$ cat config.mk
export PLATFORM = sky130hd
export DESIGN_NAME = imu_adc_sample_sequencer_core
export DESIGN_NICKNAME = d
export VERILOG_FILES = /design/src/rtl/imuseq_pkg.sv /design/src/rtl/imu_adc_sample_sequencer_core.sv
export SDC_FILE = /design/constraint.sdc
export NUM_CORES = 2
export LEC_CHECK = 0
export ABC_AREA = 1
export BUFFER_PORTS_ARGS = -buffer_cell sky130_fd_sc_hd__buf_2
export CORE_MARGIN = 5
export CORE_UTILIZATION = 55
export CTS_BUF_LIST = sky130_fd_sc_hd__clkbuf_8
export CTS_CLUSTER_SIZE = 40
export DETAILED_ROUTE_END_ITERATION = 10
export GPL_TIMING_DRIVEN = 0
export PLACE_DENSITY_LB_ADDON = 0.25
export SKIP_LAST_GASP = 1
export SLEW_MARGIN = 20
export SYNTH_ARGS = -nofsm -noshare
export SYNTH_HDL_FRONTEND = slang
export SYNTH_SLANG_ARGS = --single-unit
$ cat constraint.sdc
create_clock -name clk -period 12.01 [get_ports clk]
set_input_delay 1.8015 -clock clk [delete_from_list [all_inputs] [get_ports clk]]
set_output_delay 1.8015 -clock clk [all_outputs]
set_load 0.005 [all_outputs]
$ cat src/rtl/imuseq_pkg.sv
// ---------------------------------------------------------------------------
// IMU sample sequencer package
// Shared widths, register indexes, quantity and channel codes, reset values
// and fixed-point constants of the IMU converter sample sequencer.
// ---------------------------------------------------------------------------
package imuseq_pkg;

  // Default parameter values of the top level.
  localparam int PRESSURE_SAMPLES_DEF = 5;
  localparam int SAMPLE_BITS_DEF      = 10;

  // Port and field widths.
  localparam int CFG_INDEX_W = 3;
  localparam int CFG_DATA_W  = 16;
  localparam int NEUTRAL_W   = 10;
  localparam int VALUE_W     = 32;
  localparam int QUANT_W     = 4;
  localparam int CHAN_W      = 3;
  localparam int BATT_W      = 16;
  localparam int PACC_W      = 16;
  localparam int MCOUNT_W    = 16;
  localparam int NFIX_FRAC   = 16;
  localparam int NFIX_W      = NEUTRAL_W + NFIX_FRAC;

  // Result bundle: up to four results per sample.
  localparam int MAX_RESULTS = 4;
  localparam int RES_IDX_W   = $clog2(MAX_RESULTS);

  // Configuration register indexes.
  localparam logic [CFG_INDEX_W-1:0] CFG_AVERAGE_GYRO = 3'd0;
  localparam logic [CFG_INDEX_W-1:0] CFG_NEUTRAL_X    = 3'd1;
  localparam logic [CFG_INDEX_W-1:0] CFG_NEUTRAL_Y    = 3'd2;
  localparam logic [CFG_INDEX_W-1:0] CFG_NEUTRAL_Z    = 3'd3;
  localparam logic [CFG_INDEX_W-1:0] CFG_START_PRESS  = 3'd4;

  // Reset values.
  localparam logic [NEUTRAL_W-1:0]      NEUTRAL_XY_RESET = 10'd512;
  localparam logic [NEUTRAL_W-1:0]      NEUTRAL_Z_RESET  = 10'd700;
  localparam logic [BATT_W-1:0]         BATTERY_RESET    = 16'd100;
  localparam logic signed [VALUE_W-1:0] PFILT_RESET      = 32'sd32000;

  // Vertical neutral tracking in 16 fractional bits (step is about 0.02).
  localparam logic [NFIX_W-1:0] NFIX_STEP = 26'd1311;
  localparam logic [NFIX_W-1:0] NFIX_HIGH = 26'(800 << NFIX_FRAC);
  localparam logic [NFIX_W-1:0] NFIX_LOW  = 26'(600 << NFIX_FRAC);

  // Divide by three as a multiply by a scaled reciprocal.
  localparam int DIV3_SHIFT = 16;
  localparam int DIV3_MUL   = 21846;

  // Quantity codes of a result beat.
  typedef enum logic [QUANT_W-1:0] {
    Q_NONE        = 4'd0,
    Q_COUNT       = 4'd1,
    Q_YAW         = 4'd2,
    Q_ROLL        = 4'd3,
    Q_PITCH       = 4'd4,
    Q_BATTERY     = 4'd5,
    Q_ACC_Y       = 4'd6,
    Q_ACC_X       = 4'd7,
    Q_ACC_Z_CORR  = 4'd8,
    Q_ACC_Z_RAW   = 4'd9,
    Q_INTEGRAL    = 4'd10,
    Q_PRESS_RAW   = 4'd11,
    Q_PRESS_FILT  = 4'd12,
    Q_HEIGHT      = 4'd13,
    Q_HEIGHT_RATE = 4'd14
  } quantity_t;

  // Converter channel codes.
  typedef enum logic [CHAN_W-1:0] {
    CH_YAW      = 3'd0,
    CH_ROLL     = 3'd1,
    CH_PITCH    = 3'd2,
    CH_PRESSURE = 3'd3,
    CH_BATTERY  = 3'd4,
    CH_ACC_Z    = 3'd5,
    CH_ACC_Y    = 3'd6,
    CH_ACC_X    = 3'd7
  } channel_t;

  // One result held in the output bundle.
  typedef struct packed {
    quantity_t                  quantity;
    logic signed [VALUE_W-1:0]  value;
  } result_t;

endpackage

$ cat src/rtl/imu_adc_sample_sequencer_core.sv
// ---------------------------------------------------------------------------
// IMU converter sample sequencer
// Walks the eleven-step channel sequence, one converter sample per step,
// and turns each sample into one to four result beats.
// ---------------------------------------------------------------------------
// Usage: the input channel (in_valid, in_ready, sample) takes one converter
// result per beat; the output channel (out_valid, out_ready and the result
// fields) returns the results that sample causes, the final one with last
// set. Every result beat carries the channel to convert next and the
// restart flag. Registers are written through cfg_write, cfg_index and
// cfg_data; the user must write them only while the block is idle, as the
// block itself does not enforce it. Writing the vertical neutral also
// reloads the tracked neutral. A sample is captured in the input register,
// is processed in one pass into the result bundle register, and its first
// result shows from that register.
// Throughput: one sample per cycle while each sample yields one result
// and out_ready stays high. The bundle register drains one result beat per
// cycle while out_ready is high, so the vertical acceleration step and a
// completed pressure batch hold the pipe until their last beat is taken.
// Reset restores all filters, the step counter and the registers to their
// reset values and empties both stages. When the receiver stalls, the
// bundle holds, the input register fills and in_ready drops.
// ---------------------------------------------------------------------------
module imu_adc_sample_sequencer_core
  import imuseq_pkg::*;
#(
  parameter int PRESSURE_SAMPLES = PRESSURE_SAMPLES_DEF,
  parameter int SAMPLE_BITS      = SAMPLE_BITS_DEF
) (
  input  logic                      clk,
  input  logic                      rst,
  input  logic                      cfg_write,
  input  logic [CFG_INDEX_W-1:0]    cfg_index,
  input  logic [CFG_DATA_W-1:0]     cfg_data,
  input  logic                      in_valid,
  output logic                      in_ready,
  input  logic [SAMPLE_BITS-1:0]    sample,
  output logic                      out_valid,
  input  logic                      out_ready,
  output logic [QUANT_W-1:0]        quantity,
  output logic signed [VALUE_W-1:0] value,
  output logic                      last,
  output logic [CHAN_W-1:0]         next_channel,
  output logic                      restart_conversion
);

  localparam int ACC_W    = SAMPLE_BITS + 1;
  localparam int GYRO_W   = SAMPLE_BITS + 1;
  localparam int PROD_W   = SAMPLE_BITS + 15;
  localparam int THIRD_W  = PROD_W - DIV3_SHIFT;
  localparam int BSUM_W   = BATT_W + 2;
  localparam int D_W      = SAMPLE_BITS + NFIX_FRAC + 1;
  localparam int PCOUNT_W = $clog2(PRESSURE_SAMPLES + 1);

  typedef enum logic [3:0] {
    ST_YAW_FIRST   = 4'd0,
    ST_ROLL_FIRST  = 4'd1,
    ST_PITCH_FIRST = 4'd2,
    ST_BATTERY     = 4'd3,
    ST_ACC_Y       = 4'd4,
    ST_ACC_X       = 4'd5,
    ST_YAW_PAIR    = 4'd6,
    ST_ROLL_PAIR   = 4'd7,
    ST_PITCH_PAIR  = 4'd8,
    ST_ACC_Z       = 4'd9,
    ST_PRESSURE    = 4'd10
  } step_t;

  // Input register.
  logic                   in_full;
  logic [SAMPLE_BITS-1:0] sample_q;

  // Configuration registers.
  logic                     avg_mode;
  logic [NEUTRAL_W-1:0]     neutral_x;
  logic [NEUTRAL_W-1:0]     neutral_y;
  logic signed [PACC_W-1:0] start_pressure;

  // Sequencer and filter state.
  step_t                      step, step_next;
  logic [SAMPLE_BITS-1:0]     gyro_first [3];
  logic [BATT_W-1:0]          battery, battery_next;
  logic signed [ACC_W-1:0]    acc_lat, acc_lat_next;
  logic signed [ACC_W-1:0]    acc_lon, acc_lon_next;
  logic [NFIX_W-1:0]          nfix, nfix_next;
  logic signed [VALUE_W-1:0]  vint, vint_next;
  logic signed [PACC_W-1:0]   pacc, pacc_next;
  logic [PCOUNT_W-1:0]        pcount, pcount_next;
  logic signed [VALUE_W-1:0]  pfilt, pfilt_next;
  logic signed [VALUE_W-1:0]  height, height_next;
  logic [MCOUNT_W-1:0]        mcount, mcount_next;

  // Result bundle register.
  logic                 res_valid;
  result_t              res [MAX_RESULTS];
  logic [RES_IDX_W-1:0] res_idx;
  logic [RES_IDX_W-1:0] res_last_idx;
  channel_t             res_chan;
  logic                 res_restart;

  // Bundle built in this pass.
  result_t              bun [MAX_RESULTS];
  logic [RES_IDX_W-1:0] bun_last_idx;
  channel_t             bun_chan;

  // Datapath intermediates.
  logic [PROD_W-1:0]          s_prod;
  logic [THIRD_W-1:0]         s_third;
  logic [BSUM_W-1:0]          batt_sum;
  logic [SAMPLE_BITS-1:0]     gyro_sel;
  logic [GYRO_W-1:0]          gyro_sum;
  logic [GYRO_W-1:0]          gyro_val;
  logic signed [D_W-1:0]      d;
  logic signed [D_W-17:0]     d_hi;
  logic [ACC_W-1:0]           ay;
  logic [ACC_W-1:0]           ax;
  logic signed [VALUE_W-1:0]  corr;
  logic signed [VALUE_W-1:0]  vint_sum;
  logic signed [VALUE_W-1:0]  vint_leak;
  logic signed [PACC_W-1:0]   pacc_sum;
  logic [PCOUNT_W-1:0]        pcount_inc;
  logic                       batch_done;
  logic signed [VALUE_W-1:0]  f_sum;
  logic signed [VALUE_W-1:0]  pfilt_new;
  logic signed [VALUE_W-1:0]  height_new;
  logic signed [VALUE_W-1:0]  rate;

  // Handshake control.
  logic    out_last;
  logic    fire;
  result_t cur;

  assign cur       = res[res_idx];
  assign out_last  = (res_idx == res_last_idx);
  assign fire      = in_full && (!res_valid || (out_ready && out_last));
  assign in_ready  = !in_full || fire;

  assign out_valid          = res_valid;
  assign quantity           = cur.quantity;
  assign value              = cur.value;
  assign last               = out_last;
  assign next_channel       = res_chan;
  assign restart_conversion = res_restart;

  // Arithmetic shared by the steps.
  always_comb begin
    // Battery low-pass: (3 * old + sample / 3) / 4.
    s_prod   = PROD_W'(sample_q) * PROD_W'(DIV3_MUL);
    s_third  = s_prod[PROD_W-1:DIV3_SHIFT];
    batt_sum = BSUM_W'({battery, 1'b0}) + BSUM_W'(battery) + BSUM_W'(s_third);

    // Gyro pair sum or floor average.
    case (step)
      ST_YAW_PAIR:  gyro_sel = gyro_first[0];
      ST_ROLL_PAIR: gyro_sel = gyro_first[1];
      default:      gyro_sel = gyro_first[2];
    endcase
    gyro_sum = GYRO_W'(sample_q) + GYRO_W'(gyro_sel);
    gyro_val = avg_mode ? (gyro_sum >> 1) : gyro_sum;

    // Vertical difference against the neutral, truncated toward zero.
    d    = $signed({1'b0, sample_q, {NFIX_FRAC{1'b0}}}) - $signed(D_W'(nfix));
    d_hi = d[D_W-1:NFIX_FRAC];
    ay   = acc_lat[ACC_W-1] ? ACC_W'(-acc_lat) : ACC_W'(acc_lat);
    ax   = acc_lon[ACC_W-1] ? ACC_W'(-acc_lon) : ACC_W'(acc_lon);
    corr = VALUE_W'(d_hi) + VALUE_W'(d[D_W-1] && (|d[NFIX_FRAC-1:0]))
         + VALUE_W'(ay >> 2) + VALUE_W'(ax >> 2);

    // Leaky integral: add, then remove 1/1024 truncated toward zero.
    vint_sum  = vint + corr;
    vint_leak = (vint_sum >>> 10)
              + $signed(VALUE_W'(vint_sum[VALUE_W-1] && (|vint_sum[9:0])));

    // Pressure batch.
    pacc_sum   = pacc + PACC_W'(sample_q);
    pcount_inc = pcount + PCOUNT_W'(1);
    batch_done = (pcount_inc >= PCOUNT_W'(PRESSURE_SAMPLES));
    f_sum      = VALUE_W'(pacc_sum) + (pfilt <<< 1) + pfilt;
    pfilt_new  = (f_sum >>> 2) + $signed(VALUE_W'(f_sum[VALUE_W-1] && (|f_sum[1:0])));
    height_new = VALUE_W'(start_pressure) - pfilt_new;
    rate       = VALUE_W'(start_pressure) - VALUE_W'(pacc_sum) - height;
  end

  // Step decode: next state and the result bundle of this sample.
  always_comb begin
    step_next    = ST_YAW_FIRST;
    battery_next = battery;
    acc_lat_next = acc_lat;
    acc_lon_next = acc_lon;
    nfix_next    = nfix;
    vint_next    = vint;
    pacc_next    = pacc;
    pcount_next  = pcount;
    pfilt_next   = pfilt;
    height_next  = height;
    mcount_next  = mcount;
    bun_last_idx = '0;
    bun_chan     = CH_YAW;
    for (int i = 0; i < MAX_RESULTS; i++) begin
      bun[i] = '{quantity: Q_NONE, value: '0};
    end

    unique case (step)
      ST_YAW_FIRST: begin
        step_next   = ST_ROLL_FIRST;
        bun_chan    = CH_ROLL;
        mcount_next = mcount + MCOUNT_W'(1);
        bun[0]      = '{quantity: Q_COUNT, value: VALUE_W'(mcount_next)};
      end
      ST_ROLL_FIRST: begin
        step_next = ST_PITCH_FIRST;
        bun_chan  = CH_PITCH;
      end
      ST_PITCH_FIRST: begin
        step_next = ST_BATTERY;
        bun_chan  = CH_BATTERY;
      end
      ST_BATTERY: begin
        step_next    = ST_ACC_Y;
        bun_chan     = CH_ACC_Y;
        battery_next = batt_sum[BSUM_W-1:2];
        bun[0]       = '{quantity: Q_BATTERY, value: VALUE_W'(battery_next)};
      end
      ST_ACC_Y: begin
        step_next    = ST_ACC_X;
        bun_chan     = CH_ACC_X;
        acc_lat_next = $signed(ACC_W'(neutral_y) - ACC_W'(sample_q));
        bun[0]       = '{quantity: Q_ACC_Y, value: VALUE_W'(acc_lat_next)};
      end
      ST_ACC_X: begin
        step_next    = ST_YAW_PAIR;
        bun_chan     = CH_YAW;
        acc_lon_next = $signed(ACC_W'(sample_q) - ACC_W'(neutral_x));
        bun[0]       = '{quantity: Q_ACC_X, value: VALUE_W'(acc_lon_next)};
      end
      ST_YAW_PAIR: begin
        step_next = ST_ROLL_PAIR;
        bun_chan  = CH_ROLL;
        bun[0]    = '{quantity: Q_YAW, value: VALUE_W'(gyro_val)};
      end
      ST_ROLL_PAIR: begin
        step_next = ST_PITCH_PAIR;
        bun_chan  = CH_PITCH;
        bun[0]    = '{quantity: Q_ROLL, value: VALUE_W'(gyro_val)};
      end
      ST_PITCH_PAIR: begin
        step_next = ST_ACC_Z;
        bun_chan  = CH_ACC_Z;
        bun[0]    = '{quantity: Q_PITCH, value: VALUE_W'(gyro_val)};
      end
      ST_ACC_Z: begin
        step_next = ST_PRESSURE;
        bun_chan  = CH_PRESSURE;
        // Neutral creeps toward the sample, held near its bounds.
        if (corr > 32'sd1) begin
          if (nfix < NFIX_HIGH) begin
            nfix_next = nfix + NFIX_STEP;
          end
        end else if (corr < -32'sd1) begin
          if (nfix > NFIX_LOW) begin
            nfix_next = nfix - NFIX_STEP;
          end
        end
        vint_next    = vint_sum - vint_leak;
        bun[0]       = '{quantity: Q_ACC_Z_CORR, value: corr};
        bun[1]       = '{quantity: Q_ACC_Z_RAW, value: VALUE_W'(sample_q)};
        bun[2]       = '{quantity: Q_INTEGRAL, value: vint_next};
        bun_last_idx = RES_IDX_W'(2);
      end
      ST_PRESSURE: begin
        step_next = ST_YAW_FIRST;
        bun_chan  = CH_YAW;
        if (batch_done) begin
          pcount_next  = '0;
          pacc_next    = '0;
          pfilt_next   = pfilt_new;
          height_next  = height_new;
          bun[0]       = '{quantity: Q_PRESS_RAW, value: VALUE_W'(sample_q)};
          bun[1]       = '{quantity: Q_PRESS_FILT, value: pfilt_new};
          bun[2]       = '{quantity: Q_HEIGHT, value: height_new};
          bun[3]       = '{quantity: Q_HEIGHT_RATE, value: rate};
          bun_last_idx = RES_IDX_W'(3);
        end else begin
          pcount_next = pcount_inc;
          pacc_next   = pacc_sum;
        end
      end
      default: begin
        // Unused step codes fall back to the start of the sequence.
        step_next = ST_YAW_FIRST;
        bun_chan  = CH_YAW;
      end
    endcase
  end

  // Input register, sequencer state, result bundle and configuration.
  always_ff @(posedge clk) begin
    if (rst) begin
      in_full        <= 1'b0;
      res_valid      <= 1'b0;
      res_idx        <= '0;
      res_last_idx   <= '0;
      res_chan       <= CH_YAW;
      res_restart    <= 1'b0;
      avg_mode       <= 1'b0;
      neutral_x      <= NEUTRAL_XY_RESET;
      neutral_y      <= NEUTRAL_XY_RESET;
      start_pressure <= '0;
      step           <= ST_YAW_FIRST;
      gyro_first[0]  <= '0;
      gyro_first[1]  <= '0;
      gyro_first[2]  <= '0;
      battery        <= BATTERY_RESET;
      acc_lat        <= '0;
      acc_lon        <= '0;
      nfix           <= {NEUTRAL_Z_RESET, {NFIX_FRAC{1'b0}}};
      vint           <= '0;
      pacc           <= '0;
      pcount         <= '0;
      pfilt          <= PFILT_RESET;
      height         <= '0;
      mcount         <= '0;
    end else begin
      // Input beat capture.
      if (in_valid && in_ready) begin
        in_full  <= 1'b1;
        sample_q <= sample;
      end else if (fire) begin
        in_full <= 1'b0;
      end

      // Result bundle: load on a pass, otherwise drain one beat at a time.
      if (fire) begin
        res_valid    <= 1'b1;
        res          <= bun;
        res_idx      <= '0;
        res_last_idx <= bun_last_idx;
        res_chan     <= bun_chan;
        res_restart  <= (step_next != ST_YAW_FIRST);
      end else if (res_valid && out_ready) begin
        if (out_last) begin
          res_valid <= 1'b0;
        end else begin
          res_idx <= res_idx + RES_IDX_W'(1);
        end
      end

      // State update for the processed sample.
      if (fire) begin
        step    <= step_next;
        battery <= battery_next;
        acc_lat <= acc_lat_next;
        acc_lon <= acc_lon_next;
        nfix    <= nfix_next;
        vint    <= vint_next;
        pacc    <= pacc_next;
        pcount  <= pcount_next;
        pfilt   <= pfilt_next;
        height  <= height_next;
        mcount  <= mcount_next;
        case (step)
          ST_YAW_FIRST:   gyro_first[0] <= sample_q;
          ST_ROLL_FIRST:  gyro_first[1] <= sample_q;
          ST_PITCH_FIRST: gyro_first[2] <= sample_q;
          default:        ;
        endcase
      end

      // Register writes; the vertical neutral write reloads the tracker.
      if (cfg_write) begin
        unique case (cfg_index)
          CFG_AVERAGE_GYRO: avg_mode       <= cfg_data[0];
          CFG_NEUTRAL_X:    neutral_x      <= cfg_data[NEUTRAL_W-1:0];
          CFG_NEUTRAL_Y:    neutral_y      <= cfg_data[NEUTRAL_W-1:0];
          CFG_NEUTRAL_Z:    nfix           <= {cfg_data[NEUTRAL_W-1:0], {NFIX_FRAC{1'b0}}};
          CFG_START_PRESS:  start_pressure <= $signed(cfg_data[PACC_W-1:0]);
          default:          ;
        endcase
      end
    end
  end

endmodule

-- Yosys cells after proc, flatten, opt, wreduce, memory -nomap -nowiden
Memories as Yosys holds them, arrays and structs flattened.
Index checks and enable logic that the tools add are counted.
- memories kept: 1
- input bits: 34
- memory bits (writable): 30
- logic and storage cells: 170
- register bits after elaboration: 399
- add/sub/neg operators: 26
- $mul: 1
- magnitude comparators: 6
- reductions and logical operators: 39
- equal/unequal tests: 15
- mux-type cells: 46
- bitwise gates (word level): 6
- memories (memory ; depth ; bits a word ; rd ports ; clocked after Yosys merged registers in ; wr ports ; line ; source):
    gyro_first ; 3 ; 10 ; 3 ; 0 ; 3 ; imu_adc_sample_sequencer_core.sv:81 ; logic [SAMPLE_BITS-1:0] gyro_first [3];
- operators with widths (operator ; number):
    one-hot mux 36 bit (9 select lines) ; 1
    2-to-1 mux 26 bit ; 8
    2-to-1 mux 144 bit ; 1
    one-hot mux 72 bit (2 select lines) ; 1
    binary-select mux 36 bit (select 2 bit) ; 1
    2-to-1 mux 36 bit ; 2
    one-hot mux 4 bit (10 select lines) ; 1
    2-to-1 mux 11 bit ; 3
    adder 16 x 32 -> 32 bit ; 1
    adder 32 x 14 -> 32 bit ; 1
    adder 32 x 31 -> 32 bit ; 1
    subtractor 16 x 31 -> 32 bit ; 1
    subtractor 17 x 32 -> 32 bit ; 1
    subtractor 32 x 23 -> 32 bit ; 1
    adder 30 x 2 -> 31 bit ; 1
    2-to-1 mux 10 bit ; 3
    AND reduction 2 bit ; 15
    subtractor 26 x 26 -> 27 bit ; 1
    adder 26 x 11 -> 26 bit, second input constant ; 1
    greater-than comparator 26 bit, second input constant ; 1
    < comparator 26 bit, second input constant ; 1
    subtractor 26 x 11 -> 26 bit, second input constant ; 1
    multiplier 10 x 14 -> 24 bit, second input constant ; 1
    adder 22 x 2 -> 23 bit ; 1
    45 further kinds ; 89

-- Depth between registers and ports, before layout
- depth after elaboration: 13
- depth in mapped cells: 55
- mapped depth without buffers: 55

-- Worst setup path after synthesis
OpenSTA, ideal clock, no wires.
- path kind: input to register
- start point: input port out_ready
- end point: memory gyro_first[0][0] (netlist name), data pin
- slack: 2583 ps
- stages: 6
- buffers on the path: 0
- arrival time: 9203 ps
- cells stage by stage: a21oi_1 > nor2_1 > inv_2 > nor2_1 > nand3_1 > nor2_1
- RTL lines (element ; line ; source):
    from (decl) ; imu_adc_sample_sequencer_core.sv:39 ; input logic out_ready,
    to (decl) ; imu_adc_sample_sequencer_core.sv:81 ;

==> summary.md <==
| Metric | Value |
|---|---|
| Worst r2r path cells | 50 |
| Nets | 5796 |
| Core area | 65860 µm² |
| Vias | 35980 |
| Critical path class | register to register |
| Antenna-violating nets left | 0 |
| Most frequent cells in the layout | nand2_1, inv_1, nor2_1 |
| CP Max Fanout | 11 |
| Most common cell after layout, fill and taps aside | nand2_1 |
| Max cap viols | 0 |
| Routed vias/inst | 5.772 |
| Postcts setup bufs | 0 |
| Worst-Margin Slew | 1.167 ns |
| Worst Hold Launch | neutral_x[5] |
| Max Clk Rate | 100.2 MHz |
| Worst Setup SP | sample_q[0] |
| Number of flops mapped to enable cells by yosys | 160 |
| Port Buffers | 76 |
| Max stage delay cell, worst path | edfxtp_1 |
| Top-area cell type share of the netlist area | 13.39% |
| Register area share after synthesis | 26.51% |
| Die Y | 268.1 µm |
| Placement row count | 94 |
| Leak pwr | 0.01983 µW |
| Number of global-route vias before repair | 34273 |
| Cell mode on critical path | nand2_1 |
| Top cell type by total area after synthesis | dfxtp_1 |
| Tot Pwr | 4586 µW |
| Number of CTS-inserted buffers | 76 |
| Worst Setup End Kind | register |
| Final Hold Vio Count | 0 |
| Unique masters post-synth | 66 |
| Synth top area cells | dfxtp_1, edfxtp_1, ha_1 |
| Worst Path Arrival | 10.43 ns |
| Routability cong. | 1.020 |
| Tcrit/Tclk final | 83.07% |
| Post-synth top flop | dfxtp_1 |
| CTS Root Cell | clkbuf_8 |
| Ys Warns | 0 |
| Area grow syn2layout | 8.735% |
| Final WS setup | 2.034 ns |
| DR WL/cell | 20.11 µm |
| Total Wirelength | 125.3 mm |
| Average cell area after synthesis | 7.117 µm² |
| Hold crit path type | register to register |
| Dpl hpwl | 100.9 mm |
| Worst R2R Start | sample_q[0] |
| Number of synthesized register bits | 405 |
| Startpoint types | register |
| H-tree Lvls | 3 |
| Gr usage total | 34.17% |
| 1st-iter DRT viols | 3623 |
| Ports | 77 |
| DRC viols | 0 |
| Relative slew slack | 22.23% |
| Setup violations, final | 0 |
| Final Cell Area | 39830 µm² |
| Die W | 268.1 µm |
| Post-synthesis instance area | 36630 µm² |
| RSZ-0062 raised after global routing | false |
| Worst-case vdd ir drop | 99.92 µV |
| Post-DP Area | 38230 µm² |
| Ys async rst share | 0% |
| Final Max Slew Viols | 0 |
| Worst Path Required | 12.46 ns |
| Hold buffer count at CTS | 0 |
| Clock Pin Slew Worst Setup and Hold Paths | 0.06 ns |
| Clk sink count | 405 |
| Share of layout cells above drive strength 1 | 6.035% |
| CTS tree | yes |
| Post-CTS sizing | 0 |
| Max stage delay on crit path | 1.03 ns |
| Post-Syn Nets | 5636 |
| Largest net degree at the start of global routing | 30 |
| Place WS | 1.852 ns |
| Grt ovf | 0 |
| Initial core utilization | 55.61% |
| Clock Tree Buf Depth | 3 |
| Initial antenna violation count | 7 |
| 1st-pass router iterations | 6 |
| Power Dens Cells | 115.1 nW/µm² |
| Reg2reg end | res[63] |
| Worst skew pair latency | 0.72 ns |
| Global-route wire length before repair | 191.3 mm |
| Flop2flop setup slack | 2.03 ns |
| Worst Setup EP | res[63] |
| Final Skew | 0.05846 ns |
| Run status | finished, final reports clean |
| Fin crit period | 9.976 ns |
| Setup TNS | 0 ns |
| Cell count after synthesis | 5146 |
| Die area | 71850 µm² |
## critical path: cells and delay by family, from the launching register on
family,cells,cell delay (ns)
flip-flops,1,1.03
AND/OR/NAND/NOR,26,3.18
AO/OA/AOI/OAI,9,1.70
XOR/XNOR,2,1.00
buffers and inverters,6,0.53
adder cells (fa/ha/maj),7,2.30
## power breakdown
group	switching, µW	internal [µW]
logic	1110	536
clock network	676	782
registers	24.3	1450
total	1810	2770
## sequential cells by signal (all words and copies together) (netlist names), 4 cells and up
name and flops:
vint 32, acc_lat 11, pacc 16, neutral_x 10, gyro_first 30, res 120, pfilt 31, mcount 16
battery 16, nfix 26, acc_lon 11, start_pressure 16, sample_q 10, height 32, neutral_y 10, step 4
## area by class of cell
class / count / area [µm²]
repair buffers: 82 / 510.5
well taps: 864 / 1081
diodes: 1 / 2.502
inverters: 920 / 3453
plain buffers: 111 / 466.7
clock inverters: 57 / 432.9
flip-flops and latches: 405 / 9709
fillers: 6320 / 26040
multi-input cells: 3710 / 23010
clock buffers: 84 / 1156
## synthesized netlist by cell type (all sizes together) (5+ instances only)
cell type and n:
o221ai 8, o21bai 44, nand3 231, o31ai 5, a221o 14, clkbuf 77
nor4 25, xnor2 63, o211ai 35, ha 336, nand3b 11, nor2 511
a22oi 23, a211oi 15, o2111ai 8, o211a 5, fa 120, a31oi 13
a21oi 465, nand2 993, a2bb2oi 8, dfxtp 245, xor2 135, nor3 62
buf 34, inv 917, a21o 27, o21ai 383, nand4 58, edfxtp 160
o21a 26, a22o 5, a21boi 8, o22ai 37, or2 13
## per-layer routing
metal,share of wire (%),vias up,GRT usage (%)
met2,44,1620,54.67
li1,-,17311,-
met1,42,16705,46.11
met3,9.7,336,6.372
met4,4.6,8,13.59
met5,0.041,-,0
## stage by stage
| step | hold slack [ns] | std cells | utilization [%] |
|---|---|---|---|
| 2_1_floorplan | 0.4331 | 5146 | - |
| 3_3_place_gp | 0.4484 | 6086 | 57.83 |
| 3_5_place_dp | 0.4537 | 6092 | 58.05 |
| 4_1_cts | 0.4611 | 6233 | 60.46 |
| 5_1_grt | 0.4734 | 6234 | 60.47 |
| 6_report | 0.4643 | 6234 | 60.47 |
## how the worst min path moves through the flow
| stage | endpoint | slack (ns) | cells after the start |
|---|---|---|---|
| floorplan | neutral_x[2] | 0.43 | 2 |
| global placement | acc_lat[1] | 0.45 | 2 |
| detailed placement | acc_lat[1] | 0.45 | 2 |
| CTS | acc_lat[1] | 0.46 | 2 |
| global route | acc_lon[1] | 0.47 | 2 |
| finish | neutral_x[5] | 0.46 | 2 |
## kinds of logic (layout without fill, tap and decap cells)
| kind of cell | after synthesis | after routing | share of synthesized area, % |
|---|---|---|---|
| simple gates | 1910 | 1910 | 21.92 |
| compound gates | 1146 | 1146 | 17.89 |
| buf+inv | 1031 | 1254 | 10.70 |
| fa+ha+maj | 456 | 456 | 18.04 |
| flops | 405 | 405 | 26.51 |
| xor+xnor | 198 | 198 | 4.940 |
| other cells | 0 | 1 | 0 |
Note: power is estimated with default switching activity, not from simulation.
